File: src/hdl/assert_macros.svh
// assertion macros shared by the rtl
// no dependencies; clocked on clk, disabled while rst_n is low
`ifndef ASSERT_MACROS_SVH
`define ASSERT_MACROS_SVH

// implication checked at every rising edge of clk outside reset
`define ASSERT_IMPL(label, cond, prop, msg) \
    label: assert property (@(posedge clk) disable iff (!rst_n) (cond) |-> (prop)) \
        else $error(msg);

// property that holds in the cycle after the condition
`define ASSERT_NEXT(label, cond, prop, msg) \
    label: assert property (@(posedge clk) disable iff (!rst_n) (cond) |=> (prop)) \
        else $error(msg);

`endif

File: src/hdl/apci_win_pkg.sv
// constants and codes for the apci window engine
// no dependencies
`timescale 1ns / 1ps

package apci_win_pkg;

    localparam int WINDOW_DEPTH_DEF = 16;
    localparam int SEQ_W            = 15;

    localparam logic [SEQ_W-1:0] SEQ_MAX = 15'h7fff;

    localparam logic [7:0] START_BYTE = 8'h68;
    localparam logic [4:0] WINDOW_SIZE_RST = 5'd12;

    // control field masks of u frames, the s frame code and the sequence lsb mask
    localparam logic [7:0] MASK_TESTFR_ACT = 8'h43;
    localparam logic [7:0] MASK_STARTDT    = 8'h07;
    localparam logic [7:0] MASK_STOPDT     = 8'h13;
    localparam logic [7:0] MASK_TESTFR_CON = 8'h83;
    localparam logic [7:0] CTL_S_FRAME     = 8'h01;
    localparam logic [7:0] SEQ_LSB_MASK    = 8'hfe;

    // reply control octets
    localparam logic [7:0] REPLY_TESTFR_CON  = 8'h83;
    localparam logic [7:0] REPLY_STARTDT_CON = 8'h0b;
    localparam logic [7:0] REPLY_STOPDT_CON  = 8'h23;
    localparam logic [7:0] REPLY_S_FRAME     = 8'h01;
    localparam logic [7:0] U_FRAME_LENGTH    = 8'd4;

    // result status codes
    localparam logic [2:0] ST_OK          = 3'd0;
    localparam logic [2:0] ST_TOO_SHORT   = 3'd1;
    localparam logic [2:0] ST_BAD_START   = 3'd2;
    localparam logic [2:0] ST_BAD_LENGTH  = 3'd3;
    localparam logic [2:0] ST_I_SHORT     = 3'd4;
    localparam logic [2:0] ST_NS_MISMATCH = 3'd5;
    localparam logic [2:0] ST_NR_RANGE    = 3'd6;
    localparam logic [2:0] ST_WINDOW_FULL = 3'd7;

    localparam logic CMD_RECEIVE = 1'b0;
    localparam logic CMD_SEND    = 1'b1;

endpackage

File: src/hdl/iec104_apci_window_engine_unit.sv
// iec 104 apci window engine, controlling-station side: top level
// depends on apci_win_pkg, apci_win_ring and assert_macros.svh
`timescale 1ns / 1ps
// usage
//   item channel: item_valid / item_stall with command, start_byte, length_byte,
//     msg_size, ctl1..ctl4, send_size; an item is taken when valid is high and
//     stall is low. stall is high while an item is being worked on.
//   result channel: result_valid / result_stall, one registered result item;
//     a stopdt act gives two items, the last one flagged by last.
//   window_size_we writes window_size (k) at any edge; write it only when idle.
// steps and throughput
//   simple frames, errors and sends: exec, then emit to the output register;
//   i and s frames on an empty ring: exec, ack, emit; n(r) refused by pending
//   entries: exec, newest read, oldest read, emit. i and s frames retiring
//   pending entries: the reads, then a walk step for each entry retired (at least
//   one), paced by the ring memory's single registered read port, then ack and emit.
//   a new item is taken in the cycle after the last result is loaded, even
//   while that result still waits in the output register.
// reset
//   counters cleared, ring empty, window_size 12; ring contents unknown until written
// stalls
//   a stalled result holds; a later result waits in its state until the
//   output register frees, and no new item is taken meanwhile.

`include "assert_macros.svh"

module iec104_apci_window_engine_unit #(
    parameter int WINDOW_DEPTH = apci_win_pkg::WINDOW_DEPTH_DEF
) (
    input  logic        clk,
    input  logic        rst_n,
    // configuration
    input  logic        window_size_we,
    input  logic [4:0]  window_size,
    // item channel
    input  logic        item_valid,
    output logic        item_stall,
    input  logic        command,
    input  logic [7:0]  start_byte,
    input  logic [7:0]  length_byte,
    input  logic [8:0]  msg_size,
    input  logic [7:0]  ctl1,
    input  logic [7:0]  ctl2,
    input  logic [7:0]  ctl3,
    input  logic [7:0]  ctl4,
    input  logic [7:0]  send_size,
    // result channel
    output logic        result_valid,
    input  logic        result_stall,
    output logic [2:0]  status,
    output logic        has_frame,
    output logic [7:0]  out_length,
    output logic [7:0]  out_c1,
    output logic [7:0]  out_c2,
    output logic [7:0]  out_c3,
    output logic [7:0]  out_c4,
    output logic        deliver_payload,
    output logic        window_ready,
    output logic        ack_timer_running,
    output logic [14:0] unconfirmed_received,
    output logic        last
);

    localparam int SW  = apci_win_pkg::SEQ_W;
    localparam int SLW = (WINDOW_DEPTH > 1) ? $clog2(WINDOW_DEPTH) : 1;
    localparam int KW  = (SLW + 1 > 5) ? SLW + 1 : 5;
    localparam int GW  = $clog2(WINDOW_DEPTH + 2);

    localparam logic [KW-1:0] K_MAX     = KW'(WINDOW_DEPTH);
    localparam logic [GW-1:0] GUARD_END = GW'(WINDOW_DEPTH + 1);

    localparam logic [2:0] S_IDLE  = 3'd0;
    localparam logic [2:0] S_EXEC  = 3'd1;
    localparam logic [2:0] S_RDN   = 3'd2;
    localparam logic [2:0] S_RDO   = 3'd3;
    localparam logic [2:0] S_LOOP  = 3'd4;
    localparam logic [2:0] S_ACK   = 3'd5;
    localparam logic [2:0] S_EMIT1 = 3'd6;
    localparam logic [2:0] S_EMIT2 = 3'd7;

    logic [2:0] state_reg, state_next;
    logic [4:0] wsize_reg;

    // latched item
    logic           cmd_reg, cmd_next;
    logic [7:0]     start_reg, start_next;
    logic [7:0]     lenb_reg, lenb_next;
    logic [8:0]     msize_reg, msize_next;
    logic [7:0]     c1_reg, c1_next, c2_reg, c2_next, c3_reg, c3_next, c4_reg, c4_next;
    logic [7:0]     ssize_reg, ssize_next;

    // protocol state
    logic [SLW-1:0] oldest_reg, oldest_next;
    logic [SLW-1:0] newest_reg, newest_next;
    logic           empty_reg, empty_next;
    logic [SW-1:0]  send_cnt_reg, send_cnt_next;
    logic [SW-1:0]  recv_cnt_reg, recv_cnt_next;
    logic [SW-1:0]  unconf_reg, unconf_next;
    logic           ack_flag_reg, ack_flag_next;

    // acknowledge walk
    logic [SW-1:0]  seq_reg, seq_next;
    logic           iframe_reg, iframe_next;
    logic [SW-1:0]  nval_reg, nval_next;
    logic           wrapped_reg, wrapped_next;
    logic [SW-1:0]  before_reg, before_next;
    logic [GW-1:0]  guard_reg, guard_next;

    // staged result
    logic [2:0]     rs_status_reg, rs_status_next;
    logic           rs_has_reg, rs_has_next;
    logic [7:0]     rs_len_reg, rs_len_next;
    logic [7:0]     rs_c1_reg, rs_c1_next, rs_c2_reg, rs_c2_next;
    logic [7:0]     rs_c3_reg, rs_c3_next, rs_c4_reg, rs_c4_next;
    logic           rs_dlv_reg, rs_dlv_next;
    logic           two_reg, two_next;

    // output register
    logic           ov_reg, ov_next;
    logic [2:0]     o_status_reg, o_status_next;
    logic           o_has_reg, o_has_next;
    logic [7:0]     o_len_reg, o_len_next;
    logic [7:0]     o_c1_reg, o_c1_next, o_c2_reg, o_c2_next;
    logic [7:0]     o_c3_reg, o_c3_next, o_c4_reg, o_c4_next;
    logic           o_dlv_reg, o_dlv_next;
    logic           o_wrdy_reg, o_wrdy_next;
    logic           o_ack_reg, o_ack_next;
    logic [SW-1:0]  o_unc_reg, o_unc_next;
    logic           o_last_reg, o_last_next;

    // ring port
    logic           ring_we, ring_re;
    logic [SLW-1:0] ring_waddr, ring_raddr;
    logic [SW-1:0]  ring_wdata, ring_rdata;

    logic [KW-1:0]  eff_k;
    logic           win_full;
    logic           out_free;
    logic [SW-1:0]  nr_field, ns_field;
    logic [SLW-1:0] slot_a, slot_b, nxt_newest;
    logic           seq_ok;

    function automatic logic [SLW-1:0] next_slot(input logic [SLW-1:0] i,
                                                  input logic [KW-1:0] k);
        logic [KW-1:0] n;
        n = KW'(i) + KW'(1);
        return (n >= k) ? '0 : n[SLW-1:0];
    endfunction

    // k clamped to 1..depth
    always_comb
    begin
        eff_k = KW'(wsize_reg);
        if (eff_k == '0)
        begin
            eff_k = KW'(1);
        end
        else if (eff_k > K_MAX)
        begin
            eff_k = K_MAX;
        end
    end

    assign nxt_newest = next_slot(newest_reg, eff_k);
    assign win_full   = !empty_reg && (nxt_newest == oldest_reg);
    assign out_free   = !ov_reg || !result_stall;
    assign ns_field   = {c2_reg, c1_reg[7:1]};
    assign nr_field   = {c4_reg, c3_reg[7:1]};
    assign slot_a     = next_slot(oldest_reg, eff_k);
    assign slot_b     = empty_reg ? '0 : nxt_newest;

    apci_win_ring #(
        .DEPTH (WINDOW_DEPTH),
        .AW    (SLW)
    ) u_ring (
        .clk   (clk),
        .we    (ring_we),
        .waddr (ring_waddr),
        .wdata (ring_wdata),
        .re    (ring_re),
        .raddr (ring_raddr),
        .rdata (ring_rdata)
    );

    always_comb
    begin
        state_next     = state_reg;
        cmd_next       = cmd_reg;
        start_next     = start_reg;
        lenb_next      = lenb_reg;
        msize_next     = msize_reg;
        c1_next        = c1_reg;
        c2_next        = c2_reg;
        c3_next        = c3_reg;
        c4_next        = c4_reg;
        ssize_next     = ssize_reg;
        oldest_next    = oldest_reg;
        newest_next    = newest_reg;
        empty_next     = empty_reg;
        send_cnt_next  = send_cnt_reg;
        recv_cnt_next  = recv_cnt_reg;
        unconf_next    = unconf_reg;
        ack_flag_next  = ack_flag_reg;
        seq_next       = seq_reg;
        iframe_next    = iframe_reg;
        nval_next      = nval_reg;
        wrapped_next   = wrapped_reg;
        before_next    = before_reg;
        guard_next     = guard_reg;
        rs_status_next = rs_status_reg;
        rs_has_next    = rs_has_reg;
        rs_len_next    = rs_len_reg;
        rs_c1_next     = rs_c1_reg;
        rs_c2_next     = rs_c2_reg;
        rs_c3_next     = rs_c3_reg;
        rs_c4_next     = rs_c4_reg;
        rs_dlv_next    = rs_dlv_reg;
        two_next       = two_reg;
        ov_next        = ov_reg && result_stall;
        o_status_next  = o_status_reg;
        o_has_next     = o_has_reg;
        o_len_next     = o_len_reg;
        o_c1_next      = o_c1_reg;
        o_c2_next      = o_c2_reg;
        o_c3_next      = o_c3_reg;
        o_c4_next      = o_c4_reg;
        o_dlv_next     = o_dlv_reg;
        o_wrdy_next    = o_wrdy_reg;
        o_ack_next     = o_ack_reg;
        o_unc_next     = o_unc_reg;
        o_last_next    = o_last_reg;
        ring_we        = 1'b0;
        ring_waddr     = slot_b;
        ring_wdata     = send_cnt_reg + SW'(1);
        ring_re        = 1'b0;
        ring_raddr     = newest_reg;
        seq_ok         = 1'b0;

        case (state_reg)
            S_IDLE:
            begin
                if (item_valid)
                begin
                    cmd_next       = command;
                    start_next     = start_byte;
                    lenb_next      = length_byte;
                    msize_next     = msg_size;
                    c1_next        = ctl1;
                    c2_next        = ctl2;
                    c3_next        = ctl3;
                    c4_next        = ctl4;
                    ssize_next     = send_size;
                    rs_status_next = apci_win_pkg::ST_OK;
                    rs_has_next    = 1'b0;
                    rs_len_next    = '0;
                    rs_c1_next     = '0;
                    rs_c2_next     = '0;
                    rs_c3_next     = '0;
                    rs_c4_next     = '0;
                    rs_dlv_next    = 1'b0;
                    two_next       = 1'b0;
                    state_next     = S_EXEC;
                end
            end

            S_EXEC:
            begin
                state_next = S_EMIT1;
                if (cmd_reg == apci_win_pkg::CMD_SEND)
                begin
                    if (win_full)
                    begin
                        rs_status_next = apci_win_pkg::ST_WINDOW_FULL;
                    end
                    else
                    begin
                        ring_we       = 1'b1;
                        if (empty_reg)
                        begin
                            oldest_next = '0;
                        end
                        newest_next   = slot_b;
                        empty_next    = 1'b0;
                        rs_has_next   = 1'b1;
                        rs_len_next   = ssize_reg - 8'd2;
                        rs_c1_next    = {send_cnt_reg[6:0], 1'b0};
                        rs_c2_next    = send_cnt_reg[14:7];
                        rs_c3_next    = {recv_cnt_reg[6:0], 1'b0};
                        rs_c4_next    = recv_cnt_reg[14:7];
                        send_cnt_next = send_cnt_reg + SW'(1);
                        unconf_next   = '0;
                        ack_flag_next = 1'b0;
                    end
                end
                else if (msize_reg < 9'd3)
                begin
                    rs_status_next = apci_win_pkg::ST_TOO_SHORT;
                end
                else if (start_reg != apci_win_pkg::START_BYTE)
                begin
                    rs_status_next = apci_win_pkg::ST_BAD_START;
                end
                else if ({1'b0, lenb_reg} != msize_reg - 9'd2)
                begin
                    rs_status_next = apci_win_pkg::ST_BAD_LENGTH;
                end
                else if (!c1_reg[0] || c1_reg == apci_win_pkg::CTL_S_FRAME)
                begin
                    // i frame or s frame: both walk the ring with n(r)
                    if (!c1_reg[0] && msize_reg < 9'd7)
                    begin
                        rs_status_next = apci_win_pkg::ST_I_SHORT;
                    end
                    else if (!c1_reg[0] && ns_field != recv_cnt_reg)
                    begin
                        ack_flag_next  = 1'b1;
                        rs_status_next = apci_win_pkg::ST_NS_MISMATCH;
                    end
                    else
                    begin
                        if (!c1_reg[0])
                        begin
                            ack_flag_next = 1'b1;
                        end
                        iframe_next = !c1_reg[0];
                        seq_next    = nr_field;
                        if (empty_reg)
                        begin
                            if (nr_field == send_cnt_reg)
                            begin
                                state_next = S_ACK;
                            end
                            else
                            begin
                                rs_status_next = apci_win_pkg::ST_NR_RANGE;
                            end
                        end
                        else
                        begin
                            ring_re    = 1'b1;
                            ring_raddr = newest_reg;
                            state_next = S_RDN;
                        end
                    end
                end
                else if ((c1_reg & apci_win_pkg::MASK_TESTFR_ACT) ==
                         apci_win_pkg::MASK_TESTFR_ACT)
                begin
                    rs_has_next = 1'b1;
                    rs_len_next = apci_win_pkg::U_FRAME_LENGTH;
                    rs_c1_next  = apci_win_pkg::REPLY_TESTFR_CON;
                end
                else if ((c1_reg & apci_win_pkg::MASK_STARTDT) ==
                         apci_win_pkg::MASK_STARTDT)
                begin
                    rs_has_next = 1'b1;
                    rs_len_next = apci_win_pkg::U_FRAME_LENGTH;
                    rs_c1_next  = apci_win_pkg::REPLY_STARTDT_CON;
                end
                else if ((c1_reg & apci_win_pkg::MASK_STOPDT) ==
                         apci_win_pkg::MASK_STOPDT)
                begin
                    // own s frame first, then the confirmation
                    unconf_next   = '0;
                    ack_flag_next = 1'b0;
                    rs_has_next   = 1'b1;
                    rs_len_next   = apci_win_pkg::U_FRAME_LENGTH;
                    rs_c1_next    = apci_win_pkg::REPLY_S_FRAME;
                    rs_c3_next    = {recv_cnt_reg[6:0], 1'b0};
                    rs_c4_next    = recv_cnt_reg[14:7];
                    two_next      = 1'b1;
                end
                // testfr con and unknown control fields give a bare ok
            end

            S_RDN:
            begin
                nval_next  = ring_rdata;
                ring_re    = 1'b1;
                ring_raddr = oldest_reg;
                state_next = S_RDO;
            end

            S_RDO:
            begin
                // ring_rdata holds the oldest entry; the walk then reads the following entries
                if (ring_rdata <= nval_reg)
                begin
                    seq_ok       = (seq_reg >= ring_rdata) && (seq_reg <= nval_reg);
                    wrapped_next = 1'b0;
                end
                else
                begin
                    seq_ok       = (seq_reg >= ring_rdata) || (seq_reg <= nval_reg);
                    wrapped_next = 1'b1;
                end
                before_next = (ring_rdata == '0) ? apci_win_pkg::SEQ_MAX
                                                 : ring_rdata - SW'(1);
                if (before_next == seq_reg)
                begin
                    seq_ok = 1'b1;
                end
                guard_next = '0;
                if (seq_ok)
                begin
                    state_next = S_LOOP;
                end
                else
                begin
                    rs_status_next = apci_win_pkg::ST_NR_RANGE;
                    state_next     = S_EMIT1;
                end
            end

            S_LOOP:
            begin
                if (guard_reg == GUARD_END ||
                    (!wrapped_reg && seq_reg < ring_rdata) || seq_reg == before_reg)
                begin
                    state_next = S_ACK;
                end
                else if (ring_rdata == seq_reg)
                begin
                    if (oldest_reg == newest_reg)
                    begin
                        empty_next = 1'b1;
                    end
                    else
                    begin
                        oldest_next = slot_a;
                    end
                    state_next = S_ACK;
                end
                else
                begin
                    oldest_next = slot_a;
                    if (slot_a == nxt_newest)
                    begin
                        empty_next = 1'b1;
                        state_next = S_ACK;
                    end
                    else
                    begin
                        ring_re    = 1'b1;
                        ring_raddr = slot_a;
                        guard_next = guard_reg + GW'(1);
                    end
                end
            end

            S_ACK:
            begin
                if (iframe_reg)
                begin
                    recv_cnt_next = recv_cnt_reg + SW'(1);
                    if (unconf_reg < apci_win_pkg::SEQ_MAX)
                    begin
                        unconf_next = unconf_reg + SW'(1);
                    end
                    rs_dlv_next = 1'b1;
                end
                state_next = S_EMIT1;
            end

            S_EMIT1:
            begin
                if (out_free)
                begin
                    ov_next       = 1'b1;
                    o_status_next = rs_status_reg;
                    o_has_next    = rs_has_reg;
                    o_len_next    = rs_len_reg;
                    o_c1_next     = rs_c1_reg;
                    o_c2_next     = rs_c2_reg;
                    o_c3_next     = rs_c3_reg;
                    o_c4_next     = rs_c4_reg;
                    o_dlv_next    = rs_dlv_reg;
                    o_wrdy_next   = !win_full;
                    o_ack_next    = ack_flag_reg;
                    o_unc_next    = unconf_reg;
                    o_last_next   = !two_reg;
                    state_next    = two_reg ? S_EMIT2 : S_IDLE;
                end
            end

            S_EMIT2:
            begin
                if (out_free)
                begin
                    ov_next       = 1'b1;
                    o_status_next = apci_win_pkg::ST_OK;
                    o_has_next    = 1'b1;
                    o_len_next    = apci_win_pkg::U_FRAME_LENGTH;
                    o_c1_next     = apci_win_pkg::REPLY_STOPDT_CON;
                    o_c2_next     = '0;
                    o_c3_next     = '0;
                    o_c4_next     = '0;
                    o_dlv_next    = 1'b0;
                    o_last_next   = 1'b1;
                    state_next    = S_IDLE;
                end
            end

            default:
            begin
                state_next = S_IDLE;
            end
        endcase
    end

    // control state
    always_ff @(posedge clk or negedge rst_n)
    begin
        if (!rst_n)
        begin
            state_reg    <= S_IDLE;
            wsize_reg    <= apci_win_pkg::WINDOW_SIZE_RST;
            oldest_reg   <= '0;
            newest_reg   <= '0;
            empty_reg    <= 1'b1;
            send_cnt_reg <= '0;
            recv_cnt_reg <= '0;
            unconf_reg   <= '0;
            ack_flag_reg <= 1'b0;
            guard_reg    <= '0;
            two_reg      <= 1'b0;
            ov_reg       <= 1'b0;
        end
        else
        begin
            state_reg    <= state_next;
            if (window_size_we)
            begin
                wsize_reg <= window_size;
            end
            oldest_reg   <= oldest_next;
            newest_reg   <= newest_next;
            empty_reg    <= empty_next;
            send_cnt_reg <= send_cnt_next;
            recv_cnt_reg <= recv_cnt_next;
            unconf_reg   <= unconf_next;
            ack_flag_reg <= ack_flag_next;
            guard_reg    <= guard_next;
            two_reg      <= two_next;
            ov_reg       <= ov_next;
        end
    end

    // payload registers
    always_ff @(posedge clk)
    begin
        cmd_reg       <= cmd_next;
        start_reg     <= start_next;
        lenb_reg      <= lenb_next;
        msize_reg     <= msize_next;
        c1_reg        <= c1_next;
        c2_reg        <= c2_next;
        c3_reg        <= c3_next;
        c4_reg        <= c4_next;
        ssize_reg     <= ssize_next;
        seq_reg       <= seq_next;
        iframe_reg    <= iframe_next;
        nval_reg      <= nval_next;
        wrapped_reg   <= wrapped_next;
        before_reg    <= before_next;
        rs_status_reg <= rs_status_next;
        rs_has_reg    <= rs_has_next;
        rs_len_reg    <= rs_len_next;
        rs_c1_reg     <= rs_c1_next;
        rs_c2_reg     <= rs_c2_next;
        rs_c3_reg     <= rs_c3_next;
        rs_c4_reg     <= rs_c4_next;
        rs_dlv_reg    <= rs_dlv_next;
        o_status_reg  <= o_status_next;
        o_has_reg     <= o_has_next;
        o_len_reg     <= o_len_next;
        o_c1_reg      <= o_c1_next;
        o_c2_reg      <= o_c2_next;
        o_c3_reg      <= o_c3_next;
        o_c4_reg      <= o_c4_next;
        o_dlv_reg     <= o_dlv_next;
        o_wrdy_reg    <= o_wrdy_next;
        o_ack_reg     <= o_ack_next;
        o_unc_reg     <= o_unc_next;
        o_last_reg    <= o_last_next;
    end

    assign item_stall           = (state_reg != S_IDLE);
    assign result_valid         = ov_reg;
    assign status               = o_status_reg;
    assign has_frame            = o_has_reg;
    assign out_length           = o_len_reg;
    assign out_c1               = o_c1_reg;
    assign out_c2               = o_c2_reg;
    assign out_c3               = o_c3_reg;
    assign out_c4               = o_c4_reg;
    assign deliver_payload      = o_dlv_reg;
    assign window_ready         = o_wrdy_reg;
    assign ack_timer_running    = o_ack_reg;
    assign unconfirmed_received = o_unc_reg;
    assign last                 = o_last_reg;

    // only the stopdt reply pair has a non-final result, and it is an ok frame
    `ASSERT_IMPL(a_first_of_pair, result_valid && !last, has_frame && status == apci_win_pkg::ST_OK, "non-final result is not a frame")
    // delivered payload only for an ok i frame with nothing to send
    `ASSERT_IMPL(a_deliver_ok, result_valid && deliver_payload, !has_frame && status == apci_win_pkg::ST_OK, "payload delivered on bad result")
    // a refused send leaves the window full
    `ASSERT_IMPL(a_full_refuse, result_valid && status == apci_win_pkg::ST_WINDOW_FULL, !window_ready && !has_frame, "window full result with room")
    // a loaded result waits while stalled
    `ASSERT_NEXT(a_out_hold, result_valid && result_stall, result_valid, "stalled result dropped")

endmodule

File: src/hdl/apci_win_ring.sv
// ring of pending acknowledgement numbers: one write port, one registered read port
// depends on apci_win_pkg
`timescale 1ns / 1ps

module apci_win_ring #(
    parameter int DEPTH = apci_win_pkg::WINDOW_DEPTH_DEF,
    parameter int AW    = 4
) (
    input  logic                          clk,
    input  logic                          we,
    input  logic [AW-1:0]                 waddr,
    input  logic [apci_win_pkg::SEQ_W-1:0] wdata,
    input  logic                          re,
    input  logic [AW-1:0]                 raddr,
    output logic [apci_win_pkg::SEQ_W-1:0] rdata
);

    logic [apci_win_pkg::SEQ_W-1:0] mem [DEPTH];
    logic [apci_win_pkg::SEQ_W-1:0] rdata_reg;

    always_ff @(posedge clk)
    begin
        if (we)
        begin
            mem[waddr] <= wdata;
        end
        if (re)
        begin
            rdata_reg <= mem[raddr];
        end
    end

    assign rdata = rdata_reg;

endmodule
File: config.mk
export PLATFORM = sky130hd
export DESIGN_NAME = iec104_apci_window_engine_unit
export DESIGN_NICKNAME = d
export VERILOG_FILES = /design/src/hdl/apci_win_pkg.sv /design/src/hdl/iec104_apci_window_engine_unit.sv /design/src/hdl/apci_win_ring.sv
export VERILOG_INCLUDE_DIRS = /design/src /design/src/hdl
export SDC_FILE = /design/constraint.sdc
export NUM_CORES = 1
export LEC_CHECK = 0
export BUFFER_PORTS_ARGS = -buffer_cell sky130_fd_sc_hd__buf_2
export CAP_MARGIN = 20
export CORE_AREA = 2 2 202 204
export CTS_CLUSTER_SIZE = 10
export DETAILED_ROUTE_END_ITERATION = 6
export DIE_AREA = 0 0 204 206
export MAX_ROUTING_LAYER = met4
export PLACE_DENSITY = 0.79
export SYNTH_ARGS = -nofsm -noshare
export SYNTH_HDL_FRONTEND = slang
export SYNTH_SLANG_ARGS = --single-unit
File: constraint.sdc
create_clock -name clk -period 6.6 [get_ports clk]
set_clock_uncertainty 0.05 [all_clocks]
set_input_delay 0 -clock clk [delete_from_list [all_inputs] [get_ports clk]]
set_output_delay 0 -clock clk [all_outputs]
set_load 0.01 [all_outputs]
==> results of run 1 <==
layout make-up:
class,count,area share [%]
flip-flops and latches,543,57.0
multi-input cells,1078,27.3
repair buffers,257,6.42
clock buffers,85,5.81
well taps,532,2.38
inverters,56,0.751
clock inverters,6,0.268
logic make-up (layout without fill, tap and decap cells):
family	after synthesis	count (layout)	synth area share, %
AND/OR/NAND/NOR	561	561	11.9
flip-flops	543	543	66.3
other	1	1	0.0156
AO/OA/AOI/OAI	251	251	6.82
XOR/XNOR	137	137	5.08
adder cells (fa/ha/maj)	68	68	3.52
buffers and inverters	135	404	2.36
multiplexers	60	60	4.08
cell usage in the layout (no fill, tap or decap), types with 5 or more instances in the layout:
master / n
nor3_1: 21
mux2i_1: 17
nand3_1: 132
nand3b_1: 6
nand4_1: 30
xor2_1: 48
nor2b_1: 11
o211a_1: 15
or4_1: 6
inv_1: 53
o21ai_0: 88
buf_2: 137
o211ai_1: 19
and2_1: 71
dfrtp_1: 67
o21a_1: 11
xnor2_1: 85
nor2_1: 92
edfxtp_1: 473
a31oi_1: 11
clkbuf_1: 23
ha_1: 67
nor2_2: 12
clkbuf_16: 61
dlygate4sd3_1: 81
nor4_1: 13
buf_4: 38
a21oi_1: 40
o31ai_1: 8
a21o_1: 5
mux4_2: 29
nand2_1: 105
a32oi_1: 16
and3_1: 20
mux2_2: 12
nand2b_1: 16
power by group through the flow:
stage	Combinational (mW)	Sequential (mW)	Clock, mW
after floorplan	2.11	4.81	0
final	3.04	4.90	2.99
after CTS	3.02	4.89	3.02
after global placement	2.84	4.93	0
after global routing	3.34	4.95	3.15
after detailed placement	2.94	4.95	0
through the flow:
| step | utilization [%] | area [µm²] | std cells | setup slack (ns) |
|---|---|---|---|---|
| floorplan | - | 24100 | 1756 | 1.94 |
| global placement | 63.2 | 25400 | 2379 | 1.19 |
| detailed placement | 63.3 | 25400 | 2381 | 1.07 |
| CTS | 69.5 | 27900 | 2553 | 0.958 |
| global route | 69.6 | 28000 | 2557 | 0.576 |
| finish | 69.6 | 28000 | 2557 | 0.960 |
worst max-delay path by stage:
| stage | start | endpoint | slack [ns] | cells after the start |
|---|---|---|---|---|
| after global routing | newest_reg[0] | u_ring.rdata[5] | 0.58 | 14 |
| after CTS | newest_reg[0] | u_ring.rdata[5] | 0.96 | 14 |
| final | newest_reg[0] | u_ring.rdata[5] | 0.96 | 14 |
| after floorplan | state_reg[2] | ack_timer_running | 1.94 | 5 |
| after global placement | newest_reg[0] | u_ring.rdata[12] | 1.19 | 14 |
| after detailed placement | newest_reg[0] | u_ring.rdata[5] | 1.07 | 14 |
what timing repair did:
action | 4_1_cts | 5_1_grt
setup endpoints to repair | 0 | 0
hold buffers | 81 | 0
endpoints found under the hold margin | 148 | 0
per-layer routing:
layer | up-vias | track usage [%] | wire, µm
met1 | 7730 | 36.2 | 22400
met5 | - | - | 0
met2 | 762 | 48.0 | 29000
li1 | 7048 | - | -
met4 | 0 | 9.52 | 1710
met3 | 134 | 4.71 | 4850
worst max-delay path: cells and delay by family (launching register included):
kind / cells / cell delay (ns)
buffers and inverters: 1 / 0.13
AO/OA/AOI/OAI: 7 / 1.79
flip-flops: 1 / 0.58
XOR/XNOR: 1 / 0.28
adder cells (fa/ha/maj): 2 / 0.66
multiplexers: 2 / 1.39
AND/OR/NAND/NOR: 1 / 0.41
==> summary.txt, run 1 <==
Diodes inserted: 0
Multi-input gate area: 7640 µm²
R2r endpoint: u_ring.rdata[5]
Tmin final: 5.64 ns
Die width: 204 µm
Crit path required time: 6.88 ns
Ratio of cells with drive above 1 in the final layout: 15.8%
Unrepaired setup endpoints after global routing: false
Worst-Margin Slew: 1.17 ns
Layout area overhead: 16.2%
Chip Height: 206 µm
Most flop-heavy register: u_ring.mem
Sw Pwr: 3.57 mW
Number of instances resized during post-cts repair: 0
Most used DFF post-synth: edfxtp_1
CP Launch Type: register
H-tree Lvls: 2
Max-Cap Viols: 0
Area fraction of the dominant cell type after synthesis: 59.0%
Initial antenna violation count: 0
Max_slew headroom: 22.0%
Total vias in the final route: 15674
Comb pwr share: 27.8%
Main area contributors after synthesis: edfxtp_1, dfrtp_1, ha_1, xnor2_1, nand3_1
CP Max Fanout: 46
Yosys reg bits: 543
Fin. Hold Viols: 0
Clock power frac: 27.4%
Number of synthesis warnings: 0
Post-synth top cells: edfxtp_1, nand3_1, nand2_1
Row count: 74
Max FFs per register: 240
Distinct cells, synth: 73
Cell taking the most area after synthesis: edfxtp_1
Worst Hold Path EP: msize_reg[6]
Routed Antenna Nets: 0
Largest stage delay on the critical path: 0.77 ns
Seq/Total Area, Yosys: 66.3%
Fin Setup TNS: 0 ns
Part of the cycle the worst path needs: 85.4%
Status: finished, final reports clean
Most common cell in the netlist: edfxtp_1
Max VDD drop: 0.000246 V
Fill cells: 2595
Clock buffer count from CTS: 61
FFs w/ async S/R, synth: 12.9%
HP Class: in -> reg
Port Buffers: 138
Pre-antenna DRT Iters: 6
Worst-Skew Late Latency: 0.63 ns
First-pass GRT wire length: 88600 µm
Worst-path cell chain: ha_1 > xnor2_2 > inv_2 > ha_1 > a21o_1 > a31oi_1 > o21ai_1 > o22a_1 > o31ai_2 > and2_1 > mux2_4 > mux4_2 > a32oi_1 > o211ai_1
Clk slew on worst S/H paths: 0.06 ns
Syn_nets: 1899
Fin Hold WS: 0.0334 ns
Max Clock Freq: 0.177 GHz
Vias in the first global route: 15589
Min-Delay Startpoint: msg_size[6]
Crit-path most repeated cell: ha_1
Pwr dens: 391 nW/µm²
Sink Count: 543
Register area: 16000 µm²
Drt wl/cell: 22.7 µm
Remaining Overflow, GRT: 0
Sequential cell fraction of total power: 44.8%
Total Power: 10.9 mW
1st-iter DRT viols: 1635
# DRC: 0
R2R depth: 14
Finish-stage setup viols: 0
Die area: 42000 µm²
Cell depth of the worst min-delay path: 2
Maximum root-to-sink buffer count: 3
Ports: 141
TritonCTS clock tree: done
Final WL: 57900 µm
Setup CP Type: reg -> reg
Worst flop-to-flop path startpoint: newest_reg[0]
Post-layout net count: 2140
Via/cell ratio: 6.13
Pins over their slew limit: 0
EDFF count, synth: 473
Cell Area, Synth: 24100 µm²
Core area: 40200 µm²
Clock Root Buffer: clkbuf_16
R2R Setup Slk: 0.96 ns
Largest net degree at the start of global routing: 70
Post-CTS Setup Bufs: 0
Gpl congestion: 0.920
Worst EP arrival: 5.92 ns
Switching Fraction: 32.7%
CP endpoint kind: register
Mean Syn Cell Area: 13.7 µm²
Slowest CP cell: mux2_4
Cells after Synth: 1756
Internal power: 7.37 mW
Initial Util: 59.9%
Hpwl dp: 35600 µm
Leak: 10.2 nW
All-Layer GR Usage: 28.7%
Note: power is estimated with default switching activity, not from simulation.
==> inputs of run 2 (changes only) <==
--- a/config.mk
+++ b/config.mk
@@ -6,14 +6,14 @@
 export SDC_FILE = /design/constraint.sdc
 export NUM_CORES = 1
 export LEC_CHECK = 0
-export BUFFER_PORTS_ARGS = -buffer_cell sky130_fd_sc_hd__buf_2
+export BUFFER_PORTS_ARGS = -buffer_cell sky130_fd_sc_hd__buf_4
 export CAP_MARGIN = 20
 export CORE_AREA = 2 2 202 204
 export CTS_CLUSTER_SIZE = 10
 export DETAILED_ROUTE_END_ITERATION = 6
 export DIE_AREA = 0 0 204 206
 export MAX_ROUTING_LAYER = met4
-export PLACE_DENSITY = 0.79
+export PLACE_DENSITY = 0.83
 export SYNTH_ARGS = -nofsm -noshare
 export SYNTH_HDL_FRONTEND = slang
 export SYNTH_SLANG_ARGS = --single-unit
==> run 2 against run 1 <==
Register-to-register slack gained 0.08 ns; sequential share of layout area shrank 0.92 points; combinational power grew 4%; total power grew 1.9%; critical endpoint is now u_ring.rdata[10]; largest power group unchanged; highest routed layer unchanged.
==> summary.txt, run 2 (same netlist as run 1, synthesis figures left out) <==
Pwr dens: 392 nW/µm² (was 391 nW/µm²)
Max Clock Freq: 0.180 GHz (was 0.177 GHz)
CP endpoint kind: register (unchanged)
Clk slew on worst S/H paths: 0.06 ns (about the same)
Diodes inserted: 0 (unchanged)
Most flop-heavy register: u_ring.mem (unchanged)
Most frequent cells in the layout: edfxtp_1, buf_4, nand3_1 (was edfxtp_1, buf_2, nand3_1)
Vias in the first global route: 15989 (was 15589)
CP delay by family, top: compound AO/OA/AOI/OAI gates (unchanged)
HP Class: in -> async (was in -> reg)
Worst-Skew Late Latency: 0.62 ns (was 0.63 ns)
Setup CP Type: reg -> reg (unchanged)
Worst-Margin Slew: 1.19 ns (was 1.17 ns)
Largest stage delay on the critical path: 0.77 ns (about the same)
Max FFs per register: 240 (unchanged)
Maximum root-to-sink buffer count: 3 (unchanged)
Core area: 40200 µm² (unchanged)
Final WL: 59300 µm (was 57900 µm)
1st-iter DRT viols: 1894 (was 1635)
Largest net degree at the start of global routing: 71 (was 70)
Slowest CP cell: mux2_4 (unchanged)
Sink Count: 543 (unchanged)
Ratio of cells with drive above 1 in the final layout: 15.7% (was 15.8%)
First-pass GRT wire length: 91000 µm (was 88600 µm)
Hpwl dp: 35800 µm (was 35600 µm)
Fin Setup TNS: 0 ns (unchanged)
Multi-input gate area: 7650 µm² (was 7640 µm²)
Routed Antenna Nets: 0 (unchanged)
TritonCTS clock tree: done (unchanged)
Crit path required time: 6.89 ns (was 6.88 ns)
Number of instances resized during post-cts repair: 0 (unchanged)
Via/cell ratio: 6.21 (was 6.13)
Drt wl/cell: 23.0 µm (was 22.7 µm)
Clock Root Buffer: clkbuf_16 (unchanged)
Worst EP arrival: 5.86 ns (was 5.92 ns)
Initial Util: 59.9% (unchanged)
Pre-antenna DRT Iters: 7 (was 6)
Post-CTS Setup Bufs: 0 (unchanged)
Port Buffers: 138 (unchanged)
Worst-path cell chain: ha_1 > xnor2_2 > inv_2 > ha_1 > a21o_1 > a31oi_1 > o21ai_1 > o22a_1 > o31ai_2 > and2_1 > mux2_4 > mux4_2 > a32oi_1 > o211ai_1 (unchanged)
Unrepaired setup endpoints after global routing: false (unchanged)
Initial antenna violation count: 0 (unchanged)
Row count: 74 (unchanged)
CP Max Fanout: 46 (unchanged)
Gpl congestion: 0.888 (was 0.920)
Register area: 16000 µm² (unchanged)
CP Launch Type: register (unchanged)
Pins over their slew limit: 0 (unchanged)
Post-layout net count: 2141 (was 2140)
Leak: 10.4 nW (was 10.2 nW)
R2R Setup Slk: 1.04 ns (was 0.96 ns)
Die area: 42000 µm² (unchanged)
H-tree Lvls: 2 (unchanged)
Ports: 141 (unchanged)
All-Layer GR Usage: 29.4% (was 28.7%)
Chip Height: 206 µm (unchanged)
Tmin final: 5.56 ns (was 5.64 ns)
Crit-path most repeated cell: ha_1 (unchanged)
Die width: 204 µm (unchanged)
Total Power: 11.2 mW (was 10.9 mW)
Part of the cycle the worst path needs: 84.3% (was 85.4%)
Commonest non-fill, non-tap cell in the layout: edfxtp_1 (unchanged)
Remaining Overflow, GRT: 0 (unchanged)
Max VDD drop: 0.000247 V (was 0.000246 V)
Fill cells: 2509 (was 2595)
Max-Cap Viols: 0 (unchanged)
Fin. Hold Viols: 0 (unchanged)
Status: finished, final reports clean (unchanged)
Layout area overhead: 18.1% (was 16.2%)
Clock buffer count from CTS: 61 (unchanged)
Max_slew headroom: 20.8% (was 22.0%)
# DRC: 0 (unchanged)
Finish-stage setup viols: 0 (unchanged)
WP buf/inv: 1 (unchanged)
Total vias in the final route: 16039 (was 15674)
[run 2: worst paths after layout]
check | startpoint | to | depth (start not counted)
min in group clk | ctl4[3] | c4_reg[3] | 2
hold reg to reg | ack_flag_reg | ack_timer_running | 0
setup / recovery | newest_reg[0] | u_ring.rdata[10] | 14
setup reg to reg | newest_reg[0] | u_ring.rdata[10] | 14
max in group asynchronous | rst_n | recv_cnt_reg[4] | 2
hold / removal | rst_n | wsize_reg[1] | 2
[run 2: area by class of cell]
type	count	share of cell area (%)
Timing Repair Buffer	258	7.60
Tap cell	532	2.34
Sequential cell	543	56.1
Clock buffer	111	6.13
Multi-Input combinational cell	1078	26.9
Clock inverter	5	0.167
Inverter	56	0.739
[run 2: report_power, final]
part	internal [mW]	switching, mW	leakage (nW)	total, mW
registers	4.49	0.427	5.25	4.91
clock network	1.77	1.31	0.855	3.08
logic	1.28	1.88	4.33	3.16
[run 2: metrics by stage]
| step | setup WS, ns | util [%] | hold slack [ns] | instance area, µm² | cells |
|---|---|---|---|---|---|
| final | 1.04 | 70.8 | 0.0173 | 28400 | 2583 |
| after global routing | 0.643 | 70.8 | 0.0320 | 28400 | 2583 |
| after CTS | 1.08 | 70.5 | 0.0178 | 28300 | 2576 |
| after detailed placement | 1.14 | 64.1 | 0.129 | 25800 | 2381 |
| after global placement | 1.24 | 64.1 | 0.129 | 25800 | 2381 |
| after floorplan | 1.94 | - | -0.346 | 24100 | 1756 |
[run 2: routing by layer]
layer	global-route usage (%)	vias up	share of wire [%]
li1	-	7077	-
met1	36.6	7838	38
met2	49.0	950	50
met3	4.34	174	8.5
met4	12.2	0	4.0
met5	-	-	0
[run 2: worst register-to-register path: cells and delay by family (launching register included)]
family,cells,cell delay [ns]
compound gates,7,1.73
xor+xnor,1,0.28
fa+ha+maj,2,0.66
buf+inv,1,0.14
flops,1,0.58
mux,2,1.42
simple gates,1,0.43
[run 2: what timing repair did]
item / 4_1_cts / 5_1_grt
hold endpoints to repair: 148 / 0
setup endpoints to repair: 0 / 0
hold buffers: 79 / 0
